`config.mk`:
```
export PLATFORM = sky130hd
export DESIGN_NAME = checksummed_frame_deframer
export DESIGN_NICKNAME = d
export VERILOG_FILES = /design/src/rtl/core/cfd_pkg.sv /design/src/rtl/core/checksummed_frame_deframer.sv /design/src/rtl/core/cfd_in_reg.sv /design/src/rtl/core/cfd_parser.sv /design/src/rtl/core/cfd_out_reg.sv
export VERILOG_INCLUDE_DIRS = /design/src /design/src/rtl/core
export SDC_FILE = /design/constraint.sdc
export NUM_CORES = 1
export LEC_CHECK = 0
export ABC_AREA = 0
export BUFFER_PORTS_ARGS = -buffer_cell sky130_fd_sc_hd__buf_2
export CAP_MARGIN = 0
export CORE_UTILIZATION = 60
export CTS_CLUSTER_DIAMETER = 30
export DETAILED_ROUTE_END_ITERATION = 16
export GPL_TIMING_DRIVEN = 0
export PLACE_DENSITY = 0.8
export SYNTH_ARGS = -nofsm -noshare
export SYNTH_HDL_FRONTEND = slang
export SYNTH_SLANG_ARGS = --single-unit
```
`constraint.sdc`:
```
create_clock -name clk -period 5.3 [get_ports clk]
set_input_delay 0.53 -clock clk [delete_from_list [all_inputs] [get_ports clk]]
set_output_delay 0.53 -clock clk [all_outputs]
set_load 0.05 [all_outputs]
```
`src/rtl/core/assert_macros.svh`:
```
// ----------------------------------------------------------------------------
// Assertion macros
// Shared concurrent assertion forms, clocked on clk and disabled in reset.
// ----------------------------------------------------------------------------
`ifndef ASSERT_MACROS_SVH
`define ASSERT_MACROS_SVH

// A property that must hold at every clock edge outside reset.
`define ASSERT_ALWAYS(label, prop, msg) \
    label: assert property (@(posedge clk) disable iff (!rst_n) (prop)) else $error(msg);

// When the antecedent holds in a cycle, the consequent holds in the same cycle.
`define ASSERT_IMPLIES(label, ante, cons, msg) \
    label: assert property (@(posedge clk) disable iff (!rst_n) (ante) |-> (cons)) \
        else $error(msg);

`endif

```
`src/rtl/core/cfd_pkg.sv`:
```
// ----------------------------------------------------------------------------
// cfd_pkg
// Types, codes and constants of the checksummed frame deframer.
// ----------------------------------------------------------------------------
`default_nettype none

package cfd_pkg;

    localparam int unsigned DEFAULT_MAX_FRAME_LEN = 4096;

    localparam int unsigned BYTE_W      = 8;
    localparam int unsigned STATUS_W    = 3;
    localparam int unsigned FRAME_LEN_W = 13;
    localparam int unsigned LEN_ACC_W   = 32;

    localparam logic [BYTE_W-1:0] SYNC_BYTE0  = 8'h89;
    localparam logic [BYTE_W-1:0] SYNC_BYTE1  = 8'h98;
    localparam logic [BYTE_W-1:0] TRAIL_BYTE0 = 8'hAE;
    localparam logic [BYTE_W-1:0] TRAIL_BYTE1 = 8'hEA;

    // Header, type, checksum and end mark make up the fixed overhead.
    localparam logic [LEN_ACC_W-1:0] MIN_FRAME_LEN = 32'd10;

    localparam logic [STATUS_W-1:0] ST_OK     = 3'd0;
    localparam logic [STATUS_W-1:0] ST_HEADER = 3'd1;
    localparam logic [STATUS_W-1:0] ST_TRAIL  = 3'd2;
    localparam logic [STATUS_W-1:0] ST_CHECK  = 3'd3;
    localparam logic [STATUS_W-1:0] ST_LENGTH = 3'd4;

    localparam logic ITEM_BODY   = 1'b0;
    localparam logic ITEM_STATUS = 1'b1;

    localparam int unsigned OUT_DATA_W = 40;

    typedef enum logic [7:0] {
        PH_IDLE   = 8'b0000_0001,
        PH_SYNC2  = 8'b0000_0010,
        PH_LEN    = 8'b0000_0100,
        PH_TYPE   = 8'b0000_1000,
        PH_BODY   = 8'b0001_0000,
        PH_CHECK  = 8'b0010_0000,
        PH_TRAIL1 = 8'b0100_0000,
        PH_TRAIL2 = 8'b1000_0000
    } phase_t;

    typedef struct packed {
        logic [BYTE_W-1:0] rx_byte;
        logic              frame_start;
    } in_beat_t;

    typedef struct packed {
        logic                   item_kind;
        logic [BYTE_W-1:0]      body_byte;
        logic [STATUS_W-1:0]    frame_status;
        logic [BYTE_W-1:0]      frame_type;
        logic [FRAME_LEN_W-1:0] frame_length;
        logic [BYTE_W-1:0]      received_check;
    } result_t;

    function automatic result_t make_status(input logic [STATUS_W-1:0]    status,
                                            input logic [BYTE_W-1:0]      ftype,
                                            input logic [FRAME_LEN_W-1:0] flen,
                                            input logic [BYTE_W-1:0]      chk);
        result_t r;
        r.item_kind      = ITEM_STATUS;
        r.body_byte      = '0;
        r.frame_status   = status;
        r.frame_type     = ftype;
        r.frame_length   = flen;
        r.received_check = chk;
        return r;
    endfunction

    function automatic result_t make_body(input logic [BYTE_W-1:0] b);
        result_t r;
        r                = '0;
        r.item_kind      = ITEM_BODY;
        r.body_byte      = b;
        return r;
    endfunction

endpackage

`default_nettype wire

```
`src/rtl/core/checksummed_frame_deframer.sv`:
```
// ----------------------------------------------------------------------------
// checksummed_frame_deframer
// Byte-stream deframer with start/end marks, length, type and additive sum.
// ----------------------------------------------------------------------------
// Usage: received bytes enter on the s_ channel, one byte per beat, with
// s_tuser high on byte 0 of each frame; a high s_tuser always restarts parsing
// and silently drops a partial frame. Body bytes leave on the m_ channel with
// m_tlast low, one beat per body byte, and every frame that is not dropped
// ends with one status beat (m_tlast high) that carries the status, type,
// saturated length and received checksum. Header bytes, checksum and end
// mark produce no beat.
// An accepted input beat is held in the input register and its result beat
// in the result register, with a single pass of compare and 8-bit add
// between them. A beat can be accepted every cycle.
// A stall on m_tready holds the result beat; the input register still takes
// one more beat, and s_tready drops only when both registers are full.
// Reset marks both registers empty and puts the parser idle, waiting for a frame
// start; bytes without a frame start while idle are discarded.
// ----------------------------------------------------------------------------
`default_nettype none
`include "assert_macros.svh"

module checksummed_frame_deframer #(
    parameter int unsigned MAX_FRAME_LEN = cfd_pkg::DEFAULT_MAX_FRAME_LEN
) (
    input  wire logic        clk,
    input  wire logic        rst_n,
    input  wire logic        s_tvalid,
    output logic             s_tready,
    input  wire logic [7:0]  s_tdata,   // [7:0] rx_byte
    input  wire logic        s_tuser,   // [0] frame_start
    output logic             m_tvalid,
    input  wire logic        m_tready,
    // [7:0] body_byte, [10:8] frame_status, [18:11] frame_type,
    // [31:19] frame_length, [39:32] received_check
    output logic [39:0]      m_tdata,
    output logic             m_tlast    // item_kind: 1 on the status beat
);
    import cfd_pkg::*;

    logic     beat_valid;
    in_beat_t beat;
    logic     can_accept;
    logic     go;
    logic     res_valid;
    result_t  res;

    assign go = beat_valid && can_accept;

    cfd_in_reg u_in_reg (
        .clk        (clk),
        .rst_n      (rst_n),
        .s_tvalid   (s_tvalid),
        .s_tready   (s_tready),
        .s_tdata    (s_tdata),
        .s_tuser    (s_tuser),
        .take       (can_accept),
        .beat_valid (beat_valid),
        .beat       (beat)
    );

    cfd_parser #(
        .MAX_FRAME_LEN (MAX_FRAME_LEN)
    ) u_parser (
        .clk       (clk),
        .rst_n     (rst_n),
        .go        (go),
        .beat      (beat),
        .res_valid (res_valid),
        .res       (res)
    );

    cfd_out_reg u_out_reg (
        .clk        (clk),
        .rst_n      (rst_n),
        .res_valid  (res_valid),
        .res        (res),
        .can_accept (can_accept),
        .m_tvalid   (m_tvalid),
        .m_tready   (m_tready),
        .m_tdata    (m_tdata),
        .m_tlast    (m_tlast)
    );

    // Backpressure reaches the input only when both registers hold a beat.
    `ASSERT_IMPLIES(a_ready_only_when_full, !s_tready, beat_valid && m_tvalid && !m_tready, "s_tready low while a register has room")

    // A body beat carries nothing but its byte.
    `ASSERT_IMPLIES(a_body_fields_zero, m_tvalid && !m_tlast, m_tdata[39:8] == 32'd0, "body beat carries status fields")

    // The reported length never exceeds the configured maximum.
    `ASSERT_IMPLIES(a_length_saturated, m_tvalid && m_tlast, 32'(m_tdata[31:19]) <= 32'(MAX_FRAME_LEN), "status length above maximum")

endmodule

`default_nettype wire

```
`src/rtl/core/cfd_in_reg.sv`:
```
// ----------------------------------------------------------------------------
// cfd_in_reg
// Input register: captures one received beat and holds it for the parser.
// ----------------------------------------------------------------------------
`default_nettype none

module cfd_in_reg (
    input  wire logic                     clk,
    input  wire logic                     rst_n,
    input  wire logic                     s_tvalid,
    output logic                          s_tready,
    input  wire logic [7:0]               s_tdata,   // [7:0] rx_byte
    input  wire logic                     s_tuser,   // [0] frame_start
    input  wire logic                     take,
    output logic                          beat_valid,
    output cfd_pkg::in_beat_t             beat
);
    import cfd_pkg::*;

    logic     valid_reg;
    logic     valid_next;
    in_beat_t beat_reg;
    in_beat_t beat_next;

    // The held beat leaves whenever the parser can move it on.
    assign s_tready = !valid_reg || take;

    always_comb
    begin
        valid_next = valid_reg;
        beat_next  = beat_reg;
        if (s_tvalid && s_tready)
        begin
            valid_next            = 1'b1;
            beat_next.rx_byte     = s_tdata;
            beat_next.frame_start = s_tuser;
        end
        else if (take)
        begin
            valid_next = 1'b0;
        end
    end

    always_ff @(posedge clk or negedge rst_n)
    begin
        if (!rst_n)
        begin
            valid_reg <= 1'b0;
        end
        else
        begin
            valid_reg <= valid_next;
        end
    end

    always_ff @(posedge clk)
    begin
        beat_reg <= beat_next;
    end

    assign beat_valid = valid_reg;
    assign beat       = beat_reg;

endmodule

`default_nettype wire

```
`src/rtl/core/cfd_parser.sv`:
```
// ----------------------------------------------------------------------------
// cfd_parser
// Frame state machine: checks marks, gathers length and type, sums the body.
// ----------------------------------------------------------------------------
`default_nettype none

module cfd_parser #(
    parameter int unsigned MAX_FRAME_LEN = cfd_pkg::DEFAULT_MAX_FRAME_LEN
) (
    input  wire logic              clk,
    input  wire logic              rst_n,
    input  wire logic              go,
    input  wire cfd_pkg::in_beat_t beat,
    output logic                   res_valid,
    output cfd_pkg::result_t       res
);
    import cfd_pkg::*;

    localparam int unsigned REM_W = $clog2(MAX_FRAME_LEN);
    localparam logic [LEN_ACC_W-1:0] LenMax = LEN_ACC_W'(MAX_FRAME_LEN);

    phase_t               phase_reg,   phase_next;
    logic [1:0]           len_idx_reg, len_idx_next;
    logic [LEN_ACC_W-1:0] length_reg,  length_next;
    logic [BYTE_W-1:0]    type_reg,    type_next;
    logic [BYTE_W-1:0]    sum_reg,     sum_next;
    logic [BYTE_W-1:0]    check_reg,   check_next;
    logic                 trail_ok_reg, trail_ok_next;
    logic [REM_W-1:0]     remain_reg,  remain_next;

    logic [LEN_ACC_W-1:0]   length_sat;
    logic [FRAME_LEN_W-1:0] length_out;
    logic [LEN_ACC_W-1:0]   body_len;
    logic [BYTE_W-1:0]      b;

    assign b          = beat.rx_byte;
    assign length_sat = (length_reg > LenMax) ? LenMax : length_reg;
    assign length_out = length_sat[FRAME_LEN_W-1:0];
    assign body_len   = length_reg - MIN_FRAME_LEN;

    always_comb
    begin
        phase_next    = phase_reg;
        len_idx_next  = len_idx_reg;
        length_next   = length_reg;
        type_next     = type_reg;
        sum_next      = sum_reg;
        check_next    = check_reg;
        trail_ok_next = trail_ok_reg;
        remain_next   = remain_reg;
        res_valid     = 1'b0;
        res           = '0;

        if (go)
        begin
            if (beat.frame_start)
            begin
                // A start mark drops any partial frame and parses byte 0 afresh.
                phase_next    = PH_SYNC2;
                len_idx_next  = '0;
                length_next   = '0;
                type_next     = '0;
                sum_next      = '0;
                check_next    = '0;
                trail_ok_next = 1'b0;
                remain_next   = '0;
                if (b != SYNC_BYTE0)
                begin
                    phase_next = PH_IDLE;
                    res_valid  = 1'b1;
                    res        = make_status(ST_HEADER, '0, '0, '0);
                end
            end
            else
            begin
                unique case (phase_reg)
                    PH_IDLE:
                    begin
                    end
                    PH_SYNC2:
                    begin
                        if (b != SYNC_BYTE1)
                        begin
                            phase_next = PH_IDLE;
                            res_valid  = 1'b1;
                            res = make_status(ST_HEADER, type_reg, length_out, check_reg);
                        end
                        else
                        begin
                            phase_next = PH_LEN;
                        end
                    end
                    PH_LEN:
                    begin
                        length_next[{len_idx_reg, 3'b000} +: BYTE_W] =
                            length_reg[{len_idx_reg, 3'b000} +: BYTE_W] | b;
                        len_idx_next = len_idx_reg + 2'd1;
                        if (len_idx_reg == 2'd3)
                        begin
                            phase_next = PH_TYPE;
                        end
                    end
                    PH_TYPE:
                    begin
                        type_next = b;
                        if (length_reg < MIN_FRAME_LEN || length_reg > LenMax)
                        begin
                            phase_next = PH_IDLE;
                            res_valid  = 1'b1;
                            res = make_status(ST_LENGTH, b, length_out, check_reg);
                        end
                        else
                        begin
                            remain_next = body_len[REM_W-1:0];
                            phase_next  = (length_reg == MIN_FRAME_LEN) ? PH_CHECK : PH_BODY;
                        end
                    end
                    PH_BODY:
                    begin
                        sum_next    = sum_reg + b;
                        remain_next = remain_reg - REM_W'(1);
                        if (remain_reg == REM_W'(1))
                        begin
                            phase_next = PH_CHECK;
                        end
                        res_valid = 1'b1;
                        res       = make_body(b);
                    end
                    PH_CHECK:
                    begin
                        check_next = b;
                        phase_next = PH_TRAIL1;
                    end
                    PH_TRAIL1:
                    begin
                        trail_ok_next = (b == TRAIL_BYTE0);
                        phase_next    = PH_TRAIL2;
                    end
                    PH_TRAIL2:
                    begin
                        // A bad end mark is reported ahead of a checksum mismatch.
                        phase_next = PH_IDLE;
                        res_valid  = 1'b1;
                        if (!(trail_ok_reg && b == TRAIL_BYTE1))
                        begin
                            res = make_status(ST_TRAIL, type_reg, length_out, check_reg);
                        end
                        else if (sum_reg != check_reg)
                        begin
                            res = make_status(ST_CHECK, type_reg, length_out, check_reg);
                        end
                        else
                        begin
                            res = make_status(ST_OK, type_reg, length_out, check_reg);
                        end
                    end
                    default:
                    begin
                    end
                endcase
            end
        end
    end

    always_ff @(posedge clk or negedge rst_n)
    begin
        if (!rst_n)
        begin
            phase_reg    <= PH_IDLE;
            len_idx_reg  <= '0;
            length_reg   <= '0;
            type_reg     <= '0;
            sum_reg      <= '0;
            check_reg    <= '0;
            trail_ok_reg <= 1'b0;
            remain_reg   <= '0;
        end
        else
        begin
            phase_reg    <= phase_next;
            len_idx_reg  <= len_idx_next;
            length_reg   <= length_next;
            type_reg     <= type_next;
            sum_reg      <= sum_next;
            check_reg    <= check_next;
            trail_ok_reg <= trail_ok_next;
            remain_reg   <= remain_next;
        end
    end

endmodule

`default_nettype wire

```
`src/rtl/core/cfd_out_reg.sv`:
```
// ----------------------------------------------------------------------------
// cfd_out_reg
// Result register: holds one result beat until the receiver takes it.
// ----------------------------------------------------------------------------
`default_nettype none

module cfd_out_reg (
    input  wire logic             clk,
    input  wire logic             rst_n,
    input  wire logic             res_valid,
    input  wire cfd_pkg::result_t res,
    output logic                  can_accept,
    output logic                  m_tvalid,
    input  wire logic             m_tready,
    // [7:0] body_byte, [10:8] frame_status, [18:11] frame_type,
    // [31:19] frame_length, [39:32] received_check
    output logic [39:0]           m_tdata,
    output logic                  m_tlast    // item_kind: 1 on the status beat
);
    import cfd_pkg::*;

    logic    valid_reg;
    logic    valid_next;
    result_t data_reg;
    result_t data_next;

    assign can_accept = !valid_reg || m_tready;

    always_comb
    begin
        valid_next = valid_reg;
        data_next  = data_reg;
        if (can_accept)
        begin
            valid_next = res_valid;
            if (res_valid)
            begin
                data_next = res;
            end
        end
    end

    always_ff @(posedge clk or negedge rst_n)
    begin
        if (!rst_n)
        begin
            valid_reg <= 1'b0;
        end
        else
        begin
            valid_reg <= valid_next;
        end
    end

    always_ff @(posedge clk)
    begin
        data_reg <= data_next;
    end

    assign m_tvalid = valid_reg;
    assign m_tlast  = data_reg.item_kind;
    assign m_tdata  = {data_reg.received_check, data_reg.frame_length,
                       data_reg.frame_type, data_reg.frame_status, data_reg.body_byte};

endmodule

`default_nettype wire
```
# Word-level counts from Yosys, hierarchy flattened
# Cells that the tools add are included.
[totals]
ff_bits = 131
latch_bits = 0
ram_bits = 0
romBits = 0
out_inout_bits = 43
wordCells = 112
mem_count = 0
[classes]
addsub = 5
multipliers = 0
n_div = 0
order_cmp = 2
n_eq_ne = 18
shift = 3
muxes = 40
n_bitwise = 1
n_reduce_logical = 25
[ops]
columns = ["op", "n"]
rows = [
  ["41-bit two-way mux", 5],
  ["41-bit one-hot mux with 4 select lines", 1],
  ["8-bit two-way mux", 10],
  ["32-bit two-way mux", 2],
  ["8-bit one-hot mux with 7 select lines", 1],
  ["32-bit bitwise mux", 1],
  ["32-bit by 4-bit == test with 1-bit output, second input constant", 1],
  ["32-bit by 13-bit > comparator with 1-bit output, second input constant", 1],
  ["32-bit by 4-bit less-than comparator with 1-bit output, second input constant", 1],
  ["8-bit by 7-bit variable shift with 32-bit output, first input constant", 1],
  ["32-bit by 6-bit variable part select with 8-bit output", 1],
  ["8-bit by 7-bit variable part select with 32-bit output", 1],
  ["31-bit two-way mux", 1],
  ["8-bit == test, second input constant", 3],
  ["12-bit two-way mux", 2],
  ["12-bit one-hot mux with 2 select lines", 1],
  ["8-bit != test, second input constant", 2],
  ["13-bit two-way mux", 1],
  ["12-bit by 1-bit == test with 1-bit output, second input constant", 1],
  ["2-bit AND reduction", 6],
  ["2-bit nonzero test", 6],
  ["12-bit by 1-bit subtractor with 12-bit output, second input constant", 1],
  ["12-bit by 4-bit subtractor with 12-bit output, second input constant", 1],
  ["1-bit two-way mux", 9],
  ["26 further kinds", 34],
]

# Depth between registers and ports, before layout
[depth]
depth_word = 7
mapped_depth = 9
ltp_nobuf = 8

# Hierarchy
# From an unflattened synthesis, not the netlist that was laid out.
[hier_totals]
cells_unflattened = 625
hier_area_um2 = 7088.0
[modules_own_cells]
columns = ["mod", "instances", "cells_per_inst", "area_per_inst_um2", "seq_area_each_um2"]
rows = [
  ["cfd_parser", 1, 566, 5472.7, 1978.1],
  ["cfd_out_reg", 1, 45, 1285.0, 1256.2],
  ["cfd_in_reg", 1, 13, 324.1, 295.3],
  ["checksummed_frame_deframer", 1, 1, 6.3, 0.0],
]

# Least setup slack after synthesis
# OpenSTA, ideal clock, no wires.
[synth_path]
path_type = "register to register"
start = "register u_parser.phase_reg[2]"
end = "register u_out_reg.data_reg, in the netlist u_out_reg.m_tdata[0] (enable)"
setup_ns = 0.439
t_arrival_ns = 3.352
required_time_ns = 4.861
path_slack_ns = 1.508
stages_incl_launch_ff = 8
synth_period_minus_slack_ns = 3.792
cell_sequence = "dfrtp_1 -> buf_6 -> or4_1 -> clkbuf_2 -> o31a_1 -> nand2_1 -> a211oi_1 -> nor2_1"
[synth_via]
elab_chain_cells = 6
[synth_lines]
columns = ["item", "line", "rtl"]
rows = [
  ["start, declared", "cfd_parser.sv:22", "phase_t phase_reg, phase_next;"],
  ["start signal, assigned", "cfd_parser.sv:180", "phase_reg <= phase_next;"],
  ["8-bit by 5-bit == test with 1-bit output / 8-bit == test (equally long branches)", "cfd_parser.sv:76", "unique case (phase_reg)"],
  ["2-bit OR reduction (no source line)", "-", ""],
  ["1-bit one-hot mux with 3 select lines *", "cfd_parser.sv:76", ""],
  ["1-bit two-way mux *", "cfd_parser.sv:56", "if (beat.frame_start)"],
  ["1-bit two-way mux *", "cfd_parser.sv:54", "if (go)"],
  ["2-bit AND reduction (no source line) *", "-", ""],
  ["end signal, assigned", "cfd_out_reg.sv:57", "data_reg <= data_next;"],
  ["end, declared", "cfd_out_reg.sv:24", "result_t data_reg;"],
]
# Every way passes the cells marked *; elsewhere a longest branch is shown, timed or not.
# A chain may end at the register's enable or synchronous reset.

# Worst setup path after layout
[layout_path]
start = "register u_in_reg.beat_reg, in the netlist u_in_reg.beat[2]"
end = "register u_out_reg.data_reg, in the netlist u_out_reg.m_tdata[6] (enable)"
[layout_via]
elab_chain_cells = 6
[layout_lines]
columns = ["item", "line", "rtl"]
rows = [
  ["start, declared", "cfd_in_reg.sv:22", "in_beat_t beat_reg;"],
  ["start signal, assigned", "cfd_in_reg.sv:58", "beat_reg <= beat_next;"],
  ["8-bit != test", "cfd_parser.sv:82", "if (b != SYNC_BYTE1)"],
  ["1-bit two-way mux", "cfd_parser.sv:82", ""],
  ["1-bit one-hot mux with 3 select lines", "cfd_parser.sv:76", ""],
  ["1-bit two-way mux *", "cfd_parser.sv:56", ""],
  ["1-bit two-way mux *", "cfd_parser.sv:54", ""],
  ["2-bit AND reduction (no source line) *", "-", ""],
]
# Marks and branches as above.

==> flow_summary_export.csv <==
group,metric,value,unit
floorplanning,die_x,106.9,um
cts,clock-root-buffer,"clkbuf_8",
placed_design,place_ws,1.869,ns
global_route,gr-total-overflow,0,
power_and_ir_drop,p_leak,3.179,nW
timing,setup_ws,1.792,ns
yosys,synth.area.top_cells,"dfrtp_1 (30%), edfxtp_1 (23%), nand2_1 (4.2%)",
yosys,syn-num-nets,649,
yosys,yosysSeqAreaShare,0.5343,
global_route,antenna_found_initial,1,
finish,area_delta_synth_final,16.23,%
routing,met2WireLength,7851,um
finish,fin_area,0.007679,mm2
floorplanning,core_area,0.01051,mm2
setup_path,crit_chain,"or4_1 -> nor4b_1 -> o31a_1 -> nand2_1 -> a211oi_1 -> nor2_4 -> buf_12",
routing,drc,0,
finish,final_net_count,726,
yosys,syn_avg_cell_area,10.66,um2
setup_path,worstSetupPathType,"reg2reg",
power_and_ir_drop,cellPowerDensity,376.6,mW/mm2
cts,clk_latency,0.55,ns
setup_path,cp.arrival,3.81,ns
yosys,ys_types,66,
cts,htreeDepth,4,
setup_path,setup.worst_path.end,"u_out_reg.m_tdata[6]",
yosys,ys_dominant_reg_cell,"dfrtp_1",
setup_path,cpPeakStageDelay,0.60,ns
cts,cts_setup_buffers,0,
floorplanning,dieArea,0.01143,mm2
timing,period_share,0.6619,
floorplanning,num_rows,37,
global_route,grt_pass1_vias,5182,
global_route,grt_use_total,0.3195,
floorplanning,die_h,106.9,um
placed_design,gp_congestion,0.8934,
cts,clockBufferDepth,2,
routing,wl_met1,6996,um
global_route,grt_pass1_wl,27150,um
routing,vias,5455,
setup_path,r2r_start,"u_in_reg.beat[2]",
routing,routed_wl,16910,um
yosys,yosys.area.top_type,"dfrtp_1",
timing,fmaxAchievable,285.1,MHz
setup_path,setup.worst_path.start,"u_in_reg.beat[2]",
yosys,synth_cells,620,
setup_path,slowest_stage,"a211oi_1",
routing,drt_iter0_drc,474,
setup_path,startpoint_type,"flop",
setup_path,r2r_slack,1.79,ns
yosys,ys_warn_count,0,
placed_design,dp_hpwl,12030,um
setup_path,reg2reg_to,"u_out_reg.m_tdata[6]",
placed_design,place_area,0.007109,mm2
timing,fin_crit,3.508,ns
cts,cts_buffers,17,
setup_path,cp-end-kind,"flop",
cts,cts_tree,"done",
routing,dr_wl_met3,1432,um
cts,path_clk_slew,0.06,ns
yosys,synth-edff-count,50,
floorplanning,top_level_ports,56,
finish,fin_util,0.7307,
routing,wl_per_cell,19.97,um
yosys,synthArstFlopShare,0.6183,
timing,max_slew_margin,0.2384,
timing,hold_viol_final,0,
finish,drive_gt1_frac,0.1718,
finish,nFillCells,736,
timing,maxSlewViolCount,0,
flow_run,maxCapViolations,0,
routing,firstDrtPassIters,5,
timing,fin_skew,0.008375,ns
floorplanning,start_util,0.6286,
routing,vias_per_cell,6.440,
finish,largest_reg_flops,40,
setup_path,ff2ff_path_depth,7,
setup_path,path_max_fanout,28,
global_route,grt_max_degree,48,
timing,fin_tns_setup,0,ns
placed_design,place.port_buffers,55,
timing,final-setup-viol-count,0,
outcome,status,"completed",
yosys,synth.ff_latch_count,131,
yosys,yosysTopAreaCellShare,0.3030,
worst_hold_path,hold_path.class,"in2reg",
setup_path,critPathRequiredTime,5.60,ns
cts,cts_num_sinks,131,
routing,highest_layer,"met4",
timing,fin_hold_ws,0.1541,ns
timing,worstMarginPinSlew,1.132,ns
yosys,syn-cell-area,0.006606,mm2
power_and_ir_drop,ir_drop,0.2628,mV
timing,grt_setup_unrepaired,"false",
routing,final_antenna_net_count,0,
[synthesized netlist by cell type, types with 2 or more instances]
| library cell | n |
|---|---|
| xor2_1 | 8 |
| a31oi_1 | 6 |
| nand2b_1 | 4 |
| nor4_1 | 13 |
| or4_1 | 4 |
| mux2_2 | 14 |
| buf_4 | 2 |
| clkbuf_1 | 20 |
| a21oi_1 | 23 |
| nor4b_1 | 2 |
| a41oi_1 | 2 |
| o211ai_1 | 2 |
| and2_1 | 15 |
| nand4b_1 | 4 |
| a211oi_1 | 2 |
| or2_2 | 2 |
| ha_1 | 15 |
| dfrtp_1 | 80 |
| mux4_2 | 8 |
| and3_1 | 3 |
| edfxtp_1 | 50 |
| xnor2_1 | 18 |
| nor2_1 | 51 |
| o21ai_1 | 8 |
| nor3b_1 | 10 |
| o32ai_1 | 7 |
| nor2b_1 | 11 |
| o2bb2ai_1 | 4 |
| nand2_1 | 74 |
| or3_1 | 2 |
| nand3b_1 | 2 |
| a22o_1 | 15 |
| o22ai_1 | 3 |
| nand3_1 | 8 |
| o21ai_0 | 44 |
| nor3_1 | 19 |
| inv_1 | 20 |
| nand4_1 | 10 |
| o31ai_1 | 8 |
[worst min path at each step]
stage	start	to	cells past startpoint
final	s_tdata[5]	u_in_reg.beat[6]	1
after global routing	s_tuser	u_in_reg.beat[0]	1
after CTS	s_tdata[5]	u_in_reg.beat[6]	1
after detailed placement	u_parser.type_reg[3]	u_parser.type_reg[3]	2
after global placement	u_parser.type_reg[7]	u_parser.type_reg[7]	2
after floorplan	rst_n	u_in_reg.beat_valid	0
[where the power goes]
| part | internal [mW] | total [mW] | switching [mW] |
|---|---|---|---|
| Combinational | 0.194 | 0.563 | 0.369 |
| Sequential | 1.14 | 1.22 | 0.0826 |
| Clock | 0.664 | 1.11 | 0.445 |
| Total | 1.99 | 2.89 | 0.897 |
[per-stage QoR]
| stage | instances | power [mW] |
|---|---|---|
| finish | 847 | 2.892 |
| global placement | 811 | 1.749 |
| CTS | 846 | 2.881 |
| floorplan | 620 | 1.615 |
| global route | 846 | 2.992 |
| detailed placement | 813 | 1.781 |
[routing by layer]
metal,GRT usage,vias up
met3,0.06809,55
met5,0,-
li1,-,2432
met4,0.1654,0
met1,0.4382,2656
met2,0.4820,312
[critical path: cells and delay by family, from the launching register on]
family | cells | cell delay [ns]
flops | 1 | 0.59
buf+inv | 1 | 0.25
compound gates | 2 | 0.90
simple gates | 4 | 1.49
[layout make-up]
class / count / area, um2 / area share
inverter: 21 / 78.83 / 0.01027
timing repair buffer: 58 / 335.3 / 0.04367
clock inverter: 14 / 138.9 / 0.01809
multi-input combinational: 442 / 2890 / 0.3764
sequential: 131 / 3530 / 0.4597
antenna: 1 / 2.502 / 0.0003259
tap: 136 / 170.2 / 0.02216
buffer: 26 / 115.1 / 0.01499
clock buffer: 18 / 417.9 / 0.05442
[cells by family (layout without fill, tap and decap cells)]
| family | count (synthesis) | count (layout) | synth area share |
|---|---|---|---|
| AOI/OAI and AO/OA | 139 | 139 | 0.1377 |
| xor gates and xnor gates | 26 | 26 | 0.03447 |
| adders and majority gates | 16 | 16 | 0.03144 |
| buffers and inverters | 47 | 137 | 0.02935 |
| DFF | 131 | 131 | 0.5343 |
| muxes | 24 | 24 | 0.05436 |
| other | 0 | 1 | 0 |
| and+or+nand+nor | 237 | 237 | 0.1784 |
[cell usage in the layout, fill, tap and decap left out, types with 3 or more instances in the layout]
master / synthesis / layout
a21oi_1: 23 / 23
a22o_1: 15 / 15
a31oi_1: 6 / 6
and2_1: 15 / 15
and3_1: 3 / 3
buf_2: 1 / 55
buf_4: 2 / 3
clkbuf_1: 20 / 21
clkbuf_16: 0 / 16
clkinv_1: 1 / 3
clkinv_2: 0 / 3
clkinvlp_4: 0 / 4
dfrtp_1: 80 / 80
edfxtp_1: 50 / 50
ha_1: 15 / 15
inv_1: 20 / 20
mux2_2: 14 / 14
mux4_2: 8 / 8
nand2_1: 74 / 74
nand2b_1: 4 / 4
nand3_1: 8 / 8
nand4_1: 10 / 10
nand4b_1: 4 / 4
nor2_1: 51 / 50
nor2b_1: 11 / 11
nor3_1: 19 / 19
nor3b_1: 10 / 10
nor4_1: 13 / 13
o21ai_0: 44 / 44
o21ai_1: 8 / 8
o22ai_1: 3 / 3
o2bb2ai_1: 4 / 4
o31ai_1: 8 / 8
o32ai_1: 7 / 7
or4_1: 4 / 4
xnor2_1: 18 / 18
xor2_1: 8 / 8
[what timing repair did]
item / CTS / global route
endpoints found under the hold margin: 34 / 0
resized for setup: 0 / 0
hold buffers: 1 / 0
Power figures use the tool's default switching activity.
